**config.mk**
```make
export PLATFORM = sky130hd
export DESIGN_NAME = key_press_classifier
export DESIGN_NICKNAME = d
export VERILOG_FILES = /design/src/rtl/kpc_pkg.sv /design/src/rtl/key_press_classifier.sv
export SDC_FILE = /design/constraint.sdc
export NUM_CORES = 1
export LEC_CHECK = 0
export ABC_CLOCK_PERIOD_IN_PS = 8600
export BUFFER_PORTS_ARGS = -buffer_cell sky130_fd_sc_hd__buf_2
export CAP_MARGIN = 25
export CORE_MARGIN = 2
export CORE_UTILIZATION = 55
export CTS_BUF_LIST = sky130_fd_sc_hd__clkbuf_2 sky130_fd_sc_hd__clkbuf_4 sky130_fd_sc_hd__clkbuf_8
export DETAILED_ROUTE_END_ITERATION = 8
export PLACE_DENSITY = 0.72
export SLEW_MARGIN = 15
export SYNTH_ARGS = -nofsm -noshare
export SYNTH_HDL_FRONTEND = slang
export SYNTH_SLANG_ARGS = --single-unit
```
**constraint.sdc**
```tcl
create_clock -name clk -period 8.6 [get_ports clk]
set_input_delay 1.72 -clock clk [delete_from_list [all_inputs] [get_ports clk]]
set_output_delay 1.72 -clock clk [all_outputs]
set_load 0.01 [all_outputs]
```
**src/rtl/kpc_pkg.sv**
```systemverilog
// ----------------------------------------------------------------------------
// kpc_pkg
// Shared types, register indexes and reset values of the key press classifier.
// ----------------------------------------------------------------------------
package kpc_pkg;

    localparam int NUM_KEYS_DEF    = 4;
    localparam int COUNT_WIDTH_DEF = 16;

    localparam int KEY_FIELD_W = 4;
    localparam int PERIOD_W    = 8;
    localparam int START_W     = 16;
    localparam int CFG_INDEX_W = 3;
    localparam int CFG_DATA_W  = 16;

    typedef logic [CFG_INDEX_W-1:0] cfg_index_t;

    localparam cfg_index_t CFG_SHORT_MIN     = 3'd0;
    localparam cfg_index_t CFG_SHORT_MAX     = 3'd1;
    localparam cfg_index_t CFG_LONG_PERIOD   = 3'd2;
    localparam cfg_index_t CFG_REPEAT_PERIOD = 3'd3;
    localparam cfg_index_t CFG_REPEAT_START  = 3'd4;
    localparam cfg_index_t CFG_REPEAT_MASK   = 3'd5;

    localparam logic [PERIOD_W-1:0]    SHORT_MIN_RST     = 8'd1;
    localparam logic [PERIOD_W-1:0]    SHORT_MAX_RST     = 8'd10;
    localparam logic [PERIOD_W-1:0]    LONG_PERIOD_RST   = 8'd20;
    localparam logic [PERIOD_W-1:0]    REPEAT_PERIOD_RST = 8'd4;
    localparam logic [START_W-1:0]     REPEAT_START_RST  = 16'd16;
    localparam logic [KEY_FIELD_W-1:0] REPEAT_MASK_RST   = 4'd12;

endpackage

```
**src/rtl/key_press_classifier.sv**
```systemverilog
// ----------------------------------------------------------------------------
// key_press_classifier
// Per-key short press, long hold and autorepeat detection on scan ticks.
// ----------------------------------------------------------------------------
// Usage:
//   Input channel (in_valid, in_stall, key_released) carries one scan tick per
//   transaction; bit i of key_released high means key i is released.
//   Output channel (out_valid, out_stall, press_events, long_events) returns
//   exactly one result per tick, in order.
//   Config channel (cfg_valid, cfg_ready, cfg_index, cfg_data) writes one
//   register per transaction; cfg_ready is always high, unknown indexes are
//   dropped. Write only while no tick is in flight.
//   The result is registered in the cycle after the tick transaction.
//   Throughput: one tick per cycle unless a result stalls; the per-key counter
//   update and compare logic sit between the input port and result register.
//   Reset clears all hold and phase counts and the result valid flag, and
//   loads the default register values.
//   While the receiver stalls a pending result, the result holds and
//   in_stall is raised, so no tick is lost.
// ----------------------------------------------------------------------------
module key_press_classifier #(
    parameter int NUM_KEYS    = kpc_pkg::NUM_KEYS_DEF,
    parameter int COUNT_WIDTH = kpc_pkg::COUNT_WIDTH_DEF
) (
    input  logic                              clk,
    input  logic                              rst_n,
    input  logic                              in_valid,
    output logic                              in_stall,
    input  logic [kpc_pkg::KEY_FIELD_W-1:0]   key_released,
    output logic                              out_valid,
    input  logic                              out_stall,
    output logic [kpc_pkg::KEY_FIELD_W-1:0]   press_events,
    output logic [kpc_pkg::KEY_FIELD_W-1:0]   long_events,
    input  logic                              cfg_valid,
    output logic                              cfg_ready,
    input  kpc_pkg::cfg_index_t               cfg_index,
    input  logic [kpc_pkg::CFG_DATA_W-1:0]    cfg_data
);

    localparam int PAD_W = (NUM_KEYS > kpc_pkg::KEY_FIELD_W) ? NUM_KEYS : kpc_pkg::KEY_FIELD_W;
    localparam int CMP_W = (COUNT_WIDTH > kpc_pkg::START_W) ? COUNT_WIDTH : kpc_pkg::START_W;
    localparam int PW    = kpc_pkg::PERIOD_W;

    logic [PW-1:0]                   short_min_reg;
    logic [PW-1:0]                   short_max_reg;
    logic [PW-1:0]                   long_period_reg;
    logic [PW-1:0]                   repeat_period_reg;
    logic [kpc_pkg::START_W-1:0]     repeat_start_reg;
    logic [kpc_pkg::KEY_FIELD_W-1:0] repeat_mask_reg;

    logic [COUNT_WIDTH-1:0] hold_count_reg  [NUM_KEYS];
    logic [COUNT_WIDTH-1:0] hold_count_next [NUM_KEYS];
    logic [PW-1:0]          phase_count_reg  [NUM_KEYS];
    logic [PW-1:0]          phase_count_next [NUM_KEYS];
    logic [PW:0]            phase_sum [NUM_KEYS];
    logic [PW-1:0]          period    [NUM_KEYS];

    logic                            out_valid_reg;
    logic [kpc_pkg::KEY_FIELD_W-1:0] press_reg;
    logic [kpc_pkg::KEY_FIELD_W-1:0] long_reg;

    logic [PAD_W-1:0] levels_pad;
    logic [PAD_W-1:0] mode_pad;
    logic [PAD_W-1:0] press_next;
    logic [PAD_W-1:0] long_next;
    logic             in_accept;

    assign levels_pad = PAD_W'(key_released);
    assign mode_pad   = PAD_W'(repeat_mask_reg);
    assign in_stall   = out_valid_reg && out_stall;
    assign in_accept  = in_valid && !in_stall;
    assign cfg_ready  = 1'b1;

    assign out_valid    = out_valid_reg;
    assign press_events = press_reg;
    assign long_events  = long_reg;

    // per-key counters and event decode
    always_comb
    begin
        press_next = '0;
        long_next  = '0;
        for (int k = 0; k < NUM_KEYS; k++)
        begin
            period[k]    = mode_pad[k] ? repeat_period_reg : long_period_reg;
            phase_sum[k] = {1'b0, phase_count_reg[k]} + 1'b1;
            if (levels_pad[k])
            begin
                if ((CMP_W'(hold_count_reg[k]) > CMP_W'(short_min_reg)) &&
                    (CMP_W'(hold_count_reg[k]) < CMP_W'(short_max_reg)))
                begin
                    press_next[k] = 1'b1;
                end
                hold_count_next[k]  = '0;
                phase_count_next[k] = '0;
            end
            else
            begin
                hold_count_next[k] = (&hold_count_reg[k]) ? hold_count_reg[k]
                                                          : hold_count_reg[k] + 1'b1;
                if (phase_sum[k] >= {1'b0, period[k]})
                begin
                    phase_count_next[k] = '0;
                    if (mode_pad[k])
                    begin
                        press_next[k] = CMP_W'(hold_count_next[k]) >= CMP_W'(repeat_start_reg);
                    end
                    else
                    begin
                        long_next[k] = 1'b1;
                    end
                end
                else
                begin
                    phase_count_next[k] = phase_sum[k][PW-1:0];
                end
            end
        end
    end

    always_ff @(posedge clk or negedge rst_n)
    begin
        if (!rst_n)
        begin
            short_min_reg     <= kpc_pkg::SHORT_MIN_RST;
            short_max_reg     <= kpc_pkg::SHORT_MAX_RST;
            long_period_reg   <= kpc_pkg::LONG_PERIOD_RST;
            repeat_period_reg <= kpc_pkg::REPEAT_PERIOD_RST;
            repeat_start_reg  <= kpc_pkg::REPEAT_START_RST;
            repeat_mask_reg   <= kpc_pkg::REPEAT_MASK_RST;
        end
        else if (cfg_valid && cfg_ready)
        begin
            unique case (cfg_index)
                kpc_pkg::CFG_SHORT_MIN:     short_min_reg     <= cfg_data[PW-1:0];
                kpc_pkg::CFG_SHORT_MAX:     short_max_reg     <= cfg_data[PW-1:0];
                kpc_pkg::CFG_LONG_PERIOD:   long_period_reg   <= cfg_data[PW-1:0];
                kpc_pkg::CFG_REPEAT_PERIOD: repeat_period_reg <= cfg_data[PW-1:0];
                kpc_pkg::CFG_REPEAT_START:  repeat_start_reg  <= cfg_data[kpc_pkg::START_W-1:0];
                kpc_pkg::CFG_REPEAT_MASK:   repeat_mask_reg   <= cfg_data[kpc_pkg::KEY_FIELD_W-1:0];
                default:                    ;
            endcase
        end
    end

    always_ff @(posedge clk or negedge rst_n)
    begin
        if (!rst_n)
        begin
            for (int k = 0; k < NUM_KEYS; k++)
            begin
                hold_count_reg[k]  <= '0;
                phase_count_reg[k] <= '0;
            end
        end
        else if (in_accept)
        begin
            for (int k = 0; k < NUM_KEYS; k++)
            begin
                hold_count_reg[k]  <= hold_count_next[k];
                phase_count_reg[k] <= phase_count_next[k];
            end
        end
    end

    always_ff @(posedge clk or negedge rst_n)
    begin
        if (!rst_n)
        begin
            out_valid_reg <= 1'b0;
        end
        else if (in_accept)
        begin
            out_valid_reg <= 1'b1;
        end
        else if (!out_stall)
        begin
            out_valid_reg <= 1'b0;
        end
    end

    always_ff @(posedge clk)
    begin
        if (in_accept)
        begin
            press_reg <= press_next[kpc_pkg::KEY_FIELD_W-1:0];
            long_reg  <= long_next[kpc_pkg::KEY_FIELD_W-1:0];
        end
    end

    a_stall_only_when_full: assert property (@(posedge clk) disable iff (!rst_n)
        in_stall |-> out_valid_reg)
        else $error("input stalled without a pending result");

    a_accept_gives_result: assert property (@(posedge clk) disable iff (!rst_n)
        in_accept |=> out_valid_reg)
        else $error("accepted tick produced no result");

    a_events_disjoint: assert property (@(posedge clk) disable iff (!rst_n)
        out_valid_reg |-> ((press_reg & long_reg) == '0))
        else $error("press and long event on the same key");

    a_release_clears: assert property (@(posedge clk) disable iff (!rst_n)
        (in_accept && key_released[0]) |=> (hold_count_reg[0] == '0 && phase_count_reg[0] == '0))
        else $error("release did not clear key counts");

endmodule

```
== Word-level counts from Yosys, hierarchy flattened ==
Cells that the tools add are included.

* Register bits: 157
* Latch bits: 0
* RAM bits: 0
* Memory bits (read-only): 0
* Input bits: 28
* Output and inout port bits: 11
* Memories: 0

* $add $sub $neg: 8
* Multiply operators: 0
* Divide/modulo/power cells: 0
* Order comparisons: 16
* Equality and inequality tests: 6
* Shift-type cells: 0
* Muxes and demuxes: 42
* Bitwise logic cells: 4
* Reduce and logical (&&, ||, !) cells: 22

{| class="wikitable"
|+ Operator list
! cell !! count
|-
| $mux W16 || 8
|-
| $mux W8 || 12
|-
| $add A16 B1 Y16 const B || 4
|-
| $ge A16 B16 Y1 || 4
|-
| $gt A16 B8 Y1 || 4
|-
| $lt A16 B8 Y1 || 4
|-
| $reduce_and A16 Y1 || 4
|-
| $add A8 B1 Y9 const B || 4
|-
| $ge A9 B8 Y1 || 4
|-
| $mux W1 || 22
|-
| $reduce_and A2 Y1 || 6
|-
| $reduce_or A2 Y1 || 4
|-
| $eq A3 B2 Y1 const B || 2
|-
| $eq A3 B3 Y1 const B || 2
|-
| $logic_and A1 B1 Y1 || 6
|-
| $not A1 Y1 || 4
|-
| $eq A3 B1 Y1 const B || 1
|-
| $logic_not A3 Y1 || 1
|-
| $ne A2 B1 Y1 const B || 1
|-
| $logic_not A1 Y1 || 1
|}

== Logic depth before layout (Yosys ltp) ==
Gate-level depths: netlist of the first run.

* Depth after elaboration: 6
* Depth in mapped cells: 15
* Mapped depth without buffers: 13

== Least setup slack after synthesis of the first run ==
Ideal clock, no wire load.

* Path kind: input to output
* Start: input out_stall
* End: output in_stall
* Arrival: 1.874 ns
* Path slack: 5.006 ns
* Stages: 2
* Buffers on the path: 0
* Cell sequence: nand2_1 inv_1

* Cells in the longest elaborated chain, start to end: 1

{| class="wikitable"
|+ Ends and longest elaborated chain
! item !! RTL line !! source
|-
| from (decl) || key_press_classifier.sv:31 || <nowiki>input logic out_stall,</nowiki>
|-
| $logic_and A1 B1 Y1 || key_press_classifier.sv:70 || <nowiki>assign in_stall = out_valid_reg && out_stall;</nowiki>
|-
| to (decl) || key_press_classifier.sv:28 || <nowiki>output logic in_stall,</nowiki>
|}

No other way between the ends.

== Worst setup path after layout of the first run ==
* Start: register hold_count_reg[1] (netlist name)
* End: register press_reg, in the netlist press_events[3] (data pin)

* Cells in the longest elaborated chain, start to end: 6

{| class="wikitable"
|+ Ends and longest elaborated chain
! item !! RTL line !! source
|-
| from (decl) || key_press_classifier.sv:51 || <nowiki>logic [COUNT_WIDTH-1:0] hold_count_reg [NUM_KEYS];</nowiki>
|-
| from (signal, indexed assignment) || key_press_classifier.sv:160 || <nowiki>hold_count_reg[k] <= hold_count_next[k];</nowiki>
|-
| $add A16 B1 Y16 / $reduce_and A16 Y1 (equally long branches) || key_press_classifier.sv:100, key_press_classifier.sv:99 ||
|-
| $mux W16 || key_press_classifier.sv:99 || <nowiki>hold_count_next[k] = (&hold_count_reg[k]) ? hold_count_reg[k]</nowiki>
|-
| $ge A16 B16 Y1 || key_press_classifier.sv:106 || <nowiki>press_next[k] = CMP_W'(hold_count_next[k]) >= CMP_W'(repeat_start_reg);</nowiki>
|-
| $mux W1 || key_press_classifier.sv:104 || <nowiki>if (mode_pad[k])</nowiki>
|-
| $mux W1 || key_press_classifier.sv:101 || <nowiki>if (phase_sum[k] >= {1'b0, period[k]})</nowiki>
|-
| $mux W1 (*) || key_press_classifier.sv:87 || <nowiki>if (levels_pad[k])</nowiki>
|-
| net press_next[3] || key_press_classifier.sv:64 || <nowiki>logic [PAD_W-1:0] press_next;</nowiki>
|-
| to (signal assigned) || key_press_classifier.sv:186 || <nowiki>press_reg <= press_next[kpc_pkg::KEY_FIELD_W-1:0];</nowiki>
|-
| to (decl) || key_press_classifier.sv:59 || <nowiki>logic [kpc_pkg::KEY_FIELD_W-1:0] press_reg;</nowiki>
|}

The timed path passes the listed nets; every way through them passes the cells marked *.
A chain may end at the register's enable or synchronous reset.

==> results of run 1 <==
[worst max-delay path by stage]
stage	end	slack [ns]	cells past startpoint
final	press_events[3]$_DFFE_PP_	4.61	12
after floorplan	in_stall	5.01	2
after global routing	press_events[3]$_DFFE_PP_	4.17	12
after global placement	hold_count_reg[43]$_DFFE_PN0P_	4.72	6
after CTS	press_events[3]$_DFFE_PP_	4.68	12
after detailed placement	hold_count_reg[41]$_DFFE_PN0P_	4.65	6
[critical path, delay by kind of cell (launching register included)]
| kind | cells | cell delay (ns) |
|---|---|---|
| AND/OR/NAND/NOR | 4 | 1.29 |
| XOR/XNOR | 1 | 0.17 |
| flip-flops | 1 | 0.48 |
| AO/OA/AOI/OAI | 5 | 1.34 |
| adder cells (fa/ha/maj) | 2 | 0.47 |
[layout make-up]
| cell class | count | area share |
|---|---|---|
| Inverter | 53 | 0.0155 |
| Clock inverter | 14 | 0.00850 |
| Sequential cell | 157 | 0.311 |
| Timing Repair Buffer | 42 | 0.0194 |
| Clock buffer | 18 | 0.0194 |
| Tap cell | 280 | 0.0274 |
| Multi-Input combinational cell | 1073 | 0.599 |
[report_power, final]
group | internal, mW | switching [mW] | leakage [nW] | total [mW]
clock network | 0.211 | 0.314 | 0.169 | 0.525
logic | 0.396 | 0.520 | 3.77 | 0.917
registers | 0.857 | 0.180 | 1.99 | 1.04
total | 1.46 | 1.01 | 5.93 | 2.48
[logic make-up after synthesis]
group           after synthesis  synth area share
simple gates                431             0.172
xor+xnor                     67            0.0485
other cells                   1          0.000310
fa+ha+maj                   164             0.170
flops                       157             0.329
buf+inv                     114            0.0387
mux                          77            0.0667
compound gates              333             0.176
[metrics by stage]
stage | hold WS, ns | power (mW)
final | 0.534 | 2.48
after global routing | 0.576 | 2.67
after CTS | 0.536 | 2.48
after detailed placement | 0.515 | 1.95
after global placement | 0.513 | 1.91
after floorplan | 0.490 | 1.66
[metal layers]
metal / part of all wire / track usage / vias to the layer above
met3: 0.054 / 0.0432 / 73
met1: 0.46 / 0.373 / 4929
met5: 0 / 0 / -
met4: 0.029 / 0.0841 / 0
li1: - / - / 4934
met2: 0.46 / 0.446 / 291
[synthesized netlist by cell type, drive strengths merged (16+ instances only)]
| cell | instances |
|---|---|
| clkbuf | 45 |
| buf | 16 |
| o21ai | 115 |
| nand2 | 148 |
| xor2 | 24 |
| and3 | 19 |
| mux2 | 29 |
| nand4 | 33 |
| inv | 53 |
| nand3 | 60 |
| a32o | 23 |
| a21oi | 81 |
| dfrtp | 140 |
| ha | 164 |
| nor2 | 80 |
| nor3 | 27 |
| xnor2 | 43 |
| mux2i | 48 |
[cell usage in the layout (no fill, tap or decap), types with 32 or more instances in the layout]
cell type / instances
dfrtp_1: 140
nand2_1: 147
nand4_1: 32
xnor2_1: 43
buf_2: 36
o21ai_0: 114
nor2_1: 79
nand3_1: 60
inv_1: 52
mux2i_1: 48
ha_1: 164
a21oi_1: 81
==> metrics.md, run 1 <==
| Metric | Value |
|---|---|
| Outcome | finished clean |
| PD cells | 194 nW/um^2 |
| Sequential share of the synthesized area | 0.329 |
| Reg clk slew, reported paths | ~0.090 ns |
| CP cell instances | ha_1 > nand2_1 > nor3_1 > and2_1 > xnor2_1 > ha_1 > nand2b_1 > a2111oi_0 > a2111oi_0 > a2111oi_0 > o21ai_0 > a32o_1 |
| Ys flop type | dfrtp_1 |
| Vias per cell | approximately 6.2 |
| Max-cap viol count | 0 |
| Synth Register Bits | between 150 and 200 |
| CP Max Fanout | 9 |
| Diode count | 0 |
| Sum Neg Setup Slack | 0 ns |
| Routability cong. | 0.902 |
| Initial antenna violation count | 0 |
| RR Startpoint | hold_count_reg[1]$_DFFE_PN0P_ |
| Die Wd | roughly 150 um |
| Final setup margin | 4.61 ns |
| Setup WS pre-CTS | 4.65 ns |
| DP Cell Count | approximately 1,600 |
| Die footprint | between 20,000 and 25,000 sq um |
| YS warnings | 0 |
| GRT Total Usage | 0.272 |
| Slew headroom | 0.323 |
| Pins Over Slew Limit | 0 |
| Hold-critical path depth | 2 |
| Reg2reg end | press_events[3]$_DFFE_PP_ |
| Fin crit share | 0.464 |
| Worst Path Arrival | 4.23 ns |
| CTS resizes | 0 |
| TritonCTS Buffers | 17 |
| Crit path max-delay cell type | nor3_1 |
| Max stage delay on crit path | approximately 0.55 ns |
| Required time of the critical path | between 8 and 9 ns |
| I/O Buffers | 37 |
| Area leader, netlist | dfrtp_1 |
| Largest net degree at the start of global routing | 77 |
| Critical Setup Path Class | register to register |
| Worst Hold End | phase_count_reg[15]$_DFFE_PN0P_ |
| Post-CTS Setup Inserts | 0 |
| Top cell by count, worst path | a2111oi_0 |
| Startpoint types | register |
| Die Height | 152 um |
| CTS root buffer | clkbuf_8 |
| Placement Cell Area | roughly 12,000 sq um |
| Initial core utilization | 0.558 |
| Bufs on Longest Clock Path | 2 |
| Synthesized cell area | about 12,000 sq um |
| Mean area per synthesized cell | 9.01 sq um |
| Max FFs per register | 64 |
| Register Area | 3980 sq um |
| Nature of the critical path endpoint | register |
| Clock Latency Late Sink | approximately 0.48 ns |
| Ranking of synthesized cells by area | dfrtp_1 29%, ha_1 17%, o21ai_0 4.7% |
| FF-to-FF setup slack | around 4.6 ns |
| Drt initial violations | 686 |
| Residual DRC | 0 |
| Routed vias | 10,200 |
| Final Hold Vio Count | 0 |
| Clk sinks | 157 |
| Worst Max-Slew Pin Slew | approximately 1 ns |
| DRT antenna net count | 0 |
| Area added between synthesis and finish | 5.78% |
| Number of global-route vias before repair | 9,909 |
| Post-synth cell types | 72 |
| Layout cell share with drive strength beyond 1 | 0.104 |
| Final #Nets | approximately 1,500 |
| Fill count | 1,961 |
| Worst Skew | approximately 0.012 ns |
| Row count | 54 |
| # hold bufs at CTS | 0 |
| Dpl hpwl | around 22 mm |
| CTS tree | done |
| H-Tree Depth | 4 |
| Hold Path Class | register to register |
| Async set-reset flop share out of synthesis | 0.949 |
| Peak VDD IR | 0.0998 mV |
| Pleak | 5.93 nW |
| Fmax | 250 MHz |
| Tmin final | 3.99 ns |
| Global-route wire length before repair | 51.3 mm |
| Core footprint | about 22,000 sq um |
| Post-route cell area | 12,800 sq um |
| Final Util | 0.590 |
| Mapped Nets | around 1,500 |
| Routed wire length | roughly 31 mm |
| Top-area cell type share of the netlist area | 0.289 |
| Unrepaired setup endpoints after global routing | no |
| Multi-input logic area | between 7000 and 8000 sq um |
| Non-filler cells in the finished layout | 1,637 |
| Worst setup path startpoint | hold_count_reg[1]$_DFFE_PN0P_ |
| Syn Inst Count | between 1,000 and 1,500 |
| Io pins | 39 |
| Drt wl/cell | 18.9 um |
| Drt pass-1 iters | 6 |
| Global route overflow | 0 |
| Final setup violation count | 0 |
| EDFF count, synth | 8 |
| FF-to-FF path depth | 12 |
| Worst hold start | phase_count_reg[15]$_DFFE_PN0P_ |
No activity file was read; power rests on OpenSTA's default activity.
==> run 2, diff against run 1 <==
ABC_CLOCK_PERIOD_IN_PS = 4200   (was 8600)
clock period = 4.2 ns   (was 8.6 ns; I/O delays follow)
==> run 2 against run 1 <==
  * Critical path depth stayed put
  * Die area stayed put
  * First-iteration DRC count is 5.1% higher
  * Worst hold slack worse by 0.29 ns
  * Sequential power is 100% higher
  * Sequential share of layout area is 0.38 points lower
  * Final area is 1.3% higher
  * Non-clock buffer count is 6 higher
  * Clock skew is 0.0084 ns higher
==> metrics.md, run 2 (synthesized netlist as in run 1, its figures left out) <==
| Metric | Value |
|---|---|
| Outcome | finished clean |
| Routed wire length | 31.3 mm (+1.5%) |
| Row count | 54 (unchanged) |
| Pleak | 6.03 nW (+1.6%) |
| I/O Buffers | 37 (unchanged) |
| Worst Path Arrival | 4.03 ns (-0.20 ns) |
| Startpoint types | register |
| PD cells | 413 nW/um^2 (+110%) |
| Largest net degree at the start of global routing | 103 (+34%) |
| Global-route wire length before repair | 50.8 mm (-0.98%) |
| Worst Skew | 0.0208 ns (+0.00842 ns) |
| Max FFs per register | 64 (unchanged) |
| Slew headroom | 0.324 (+0.00137) |
| Critical Setup Path Class | register to register |
| CTS root buffer | clkbuf_8 |
| Pins Over Slew Limit | 0 (unchanged) |
| Drt wl/cell | 19.1 um (+1.0%) |
| Initial antenna violation count | 1 (+1) |
| Drt pass-1 iters | 6 (unchanged) |
| Residual DRC | 0 (unchanged) |
| WHS | 0.246 ns (-0.288 ns) |
| Die Height | 152 um (unchanged) |
| Dpl hpwl | 22.4 mm (+0.55%) |
| Tot Pwr | 5.36 mW (+120%) |
| Routability cong. | 0.890 (-1.3%) |
| DRT antenna net count | 0 (unchanged) |
| Max stage delay on crit path | 0.57 ns (+0.02 ns) |
| Number of global-route vias before repair | 9,767 (-1.4%) |
| Area added between synthesis and finish | 7.10% |
| Sum Neg Setup Slack | 0 ns (unchanged) |
| Final setup violation count | 0 (unchanged) |
| CP cell instances | ha_1 > and3_1 > nand4_2 > nor3_1 > xnor2_1 > ha_1 > nand2b_1 > a2111oi_0 > a2111oi_0 > a2111oi_0 > or4b_1 > nand2_1 |
| Initial core utilization | 0.558 (unchanged) |
| Routed vias | 10,300 (+0.72%) |
| Multi-input logic area | 7670 sq um (unchanged) |
| Fin crit share | 0.901 (+0.437) |
| Final #Nets | 1,542 (+0.39%) |
| Required time of the critical path | 4.44 ns (-4.40 ns) |
| Hold Path Class | input port to asynchronous set/reset pin |
| Post-CTS Setup Inserts | 0 (unchanged) |
| Commonest non-fill, non-tap cell in the layout | ha_1 |
| Worst Max-Slew Pin Slew | 1.01 ns (+0.000306 ns) |
| CP Max Fanout | 8 (-1) |
| Max-cap viol count | 0 (unchanged) |
| Bufs on Longest Clock Path | 2 (unchanged) |
| Nature of the critical path endpoint | register |
| Core footprint | 21,700 sq um (unchanged) |
| Final Hold Vio Count | 0 (unchanged) |
| Commonest non-fill, non-tap cells in the layout | 164 x ha_1, 147 x nand2_1, 140 x dfrtp_1, 114 x o21ai_0, 81 x a21oi_1 |
| CTS tree | done |
| Drt initial violations | 721 (+5.1%) |
| Die Wd | 152 um (unchanged) |
| Crit path max-delay cell type | nor3_1 |
| H-Tree Depth | 4 (unchanged) |
| Die footprint | 23,200 sq um (unchanged) |
| Top cell by count, worst path | a2111oi_0 |
| Clock Latency Late Sink | 0.49 ns (about the same) |
| Vias per cell | 6.27 (+0.29%) |
| Layout cell share with drive strength beyond 1 | 0.108 (+0.00394) |
| Final Util | 0.598 (+0.00738) |
| Register Area | 3980 sq um (unchanged) |
| Tmin final | 3.78 ns (-0.209 ns) |
| CTS resizes | 0 (unchanged) |
| Fill count | 1,876 (-4.3%) |
| TritonCTS Buffers | 17 (unchanged) |
| Fmax | 264 MHz (+5.5%) |
| Peak VDD IR | 0.205 mV (+110%) |
| Reg clk slew, reported paths | 0.10 ns (about the same) |
| # hold bufs at CTS | 0 (unchanged) |
| Clk sinks | 157 (unchanged) |
| Io pins | 39 (unchanged) |
| FF-to-FF setup slack | 0.42 ns (-4.19 ns) |
| Global route overflow | 0 (unchanged) |
| Unrepaired setup endpoints after global routing | no |
| GRT Total Usage | 0.273 (+0.000599) |
-- run 2: changes by cell type in the layout (fill, tap and decap cells not counted) --
cell,before,now
buf_4,4,9
bufinv_16,0,4
clkinvlp_4,5,1
inv_8,0,3
clkinv_2,2,0
buf_12,0,1
clkbuf_8,18,17
clkinv_4,2,1
diode_2,0,1
inv_6,5,6
-- run 2: final timing paths --
kind | start | cells after the start | to
min | rst_n | 1 | phase_count_reg[16]$_DFFE_PN0P_
max | hold_count_reg[49]$_DFFE_PN0P_ | 12 | press_events[0]$_DFFE_PP_
min in group clk | phase_count_reg[12]$_DFFE_PN0P_ | 2 | phase_count_reg[12]$_DFFE_PN0P_
max reg2reg | hold_count_reg[49]$_DFFE_PN0P_ | 12 | press_events[0]$_DFFE_PP_
max in group asynchronous | rst_n | 3 | mode_pad[3]$_DFFE_PN1P_
min reg2reg | phase_count_reg[12]$_DFFE_PN0P_ | 2 | phase_count_reg[12]$_DFFE_PN0P_
-- run 2: power breakdown --
group	internal, mW	leakage, nW	switching (mW)
logic	0.814	3.80	1.07
clock network	0.671	0.228	0.674
registers	1.75	1.99	0.371
total	3.24	6.03	2.12
-- run 2: final cells by class --
class | instances | area share
well taps | 280 | 0.0270
repair buffers | 48 | 0.0236
clock buffers | 17 | 0.0181
flip-flops and latches | 157 | 0.307
diodes | 1 | 0.000193
clock inverters | 15 | 0.0172
inverters | 53 | 0.0153
multi-input cells | 1073 | 0.592
-- run 2: metrics by stage --
| stage | setup slack (ns) | instances | cell area (sq um) |
|---|---|---|---|
| final | 0.416 | 1644 | 13000 |
| after floorplan | 0.843 | 1344 | 12100 |
| after detailed placement | 0.498 | 1610 | 12500 |
| after global routing | 0.202 | 1643 | 13000 |
| after global placement | 0.752 | 1610 | 12500 |
| after CTS | 0.496 | 1642 | 12900 |
-- run 2: routing by layer --
metal  wire length [um]  vias up  GRT usage
li1                   -     4961          -
met1              14400     4951      0.379
met2              14000      315      0.421
met3               1730       74     0.0475
met4               1230        0      0.119
met5                  0        -          0
-- run 2: worst max-delay path, delay by kind of cell (launching register included) --
family,cells,cell delay [ns]
and+or+nand+nor,6,1.40
adders and majority gates,2,0.46
xor gates and xnor gates,1,0.20
AOI/OAI and AO/OA,3,0.98
DFF,1,0.50
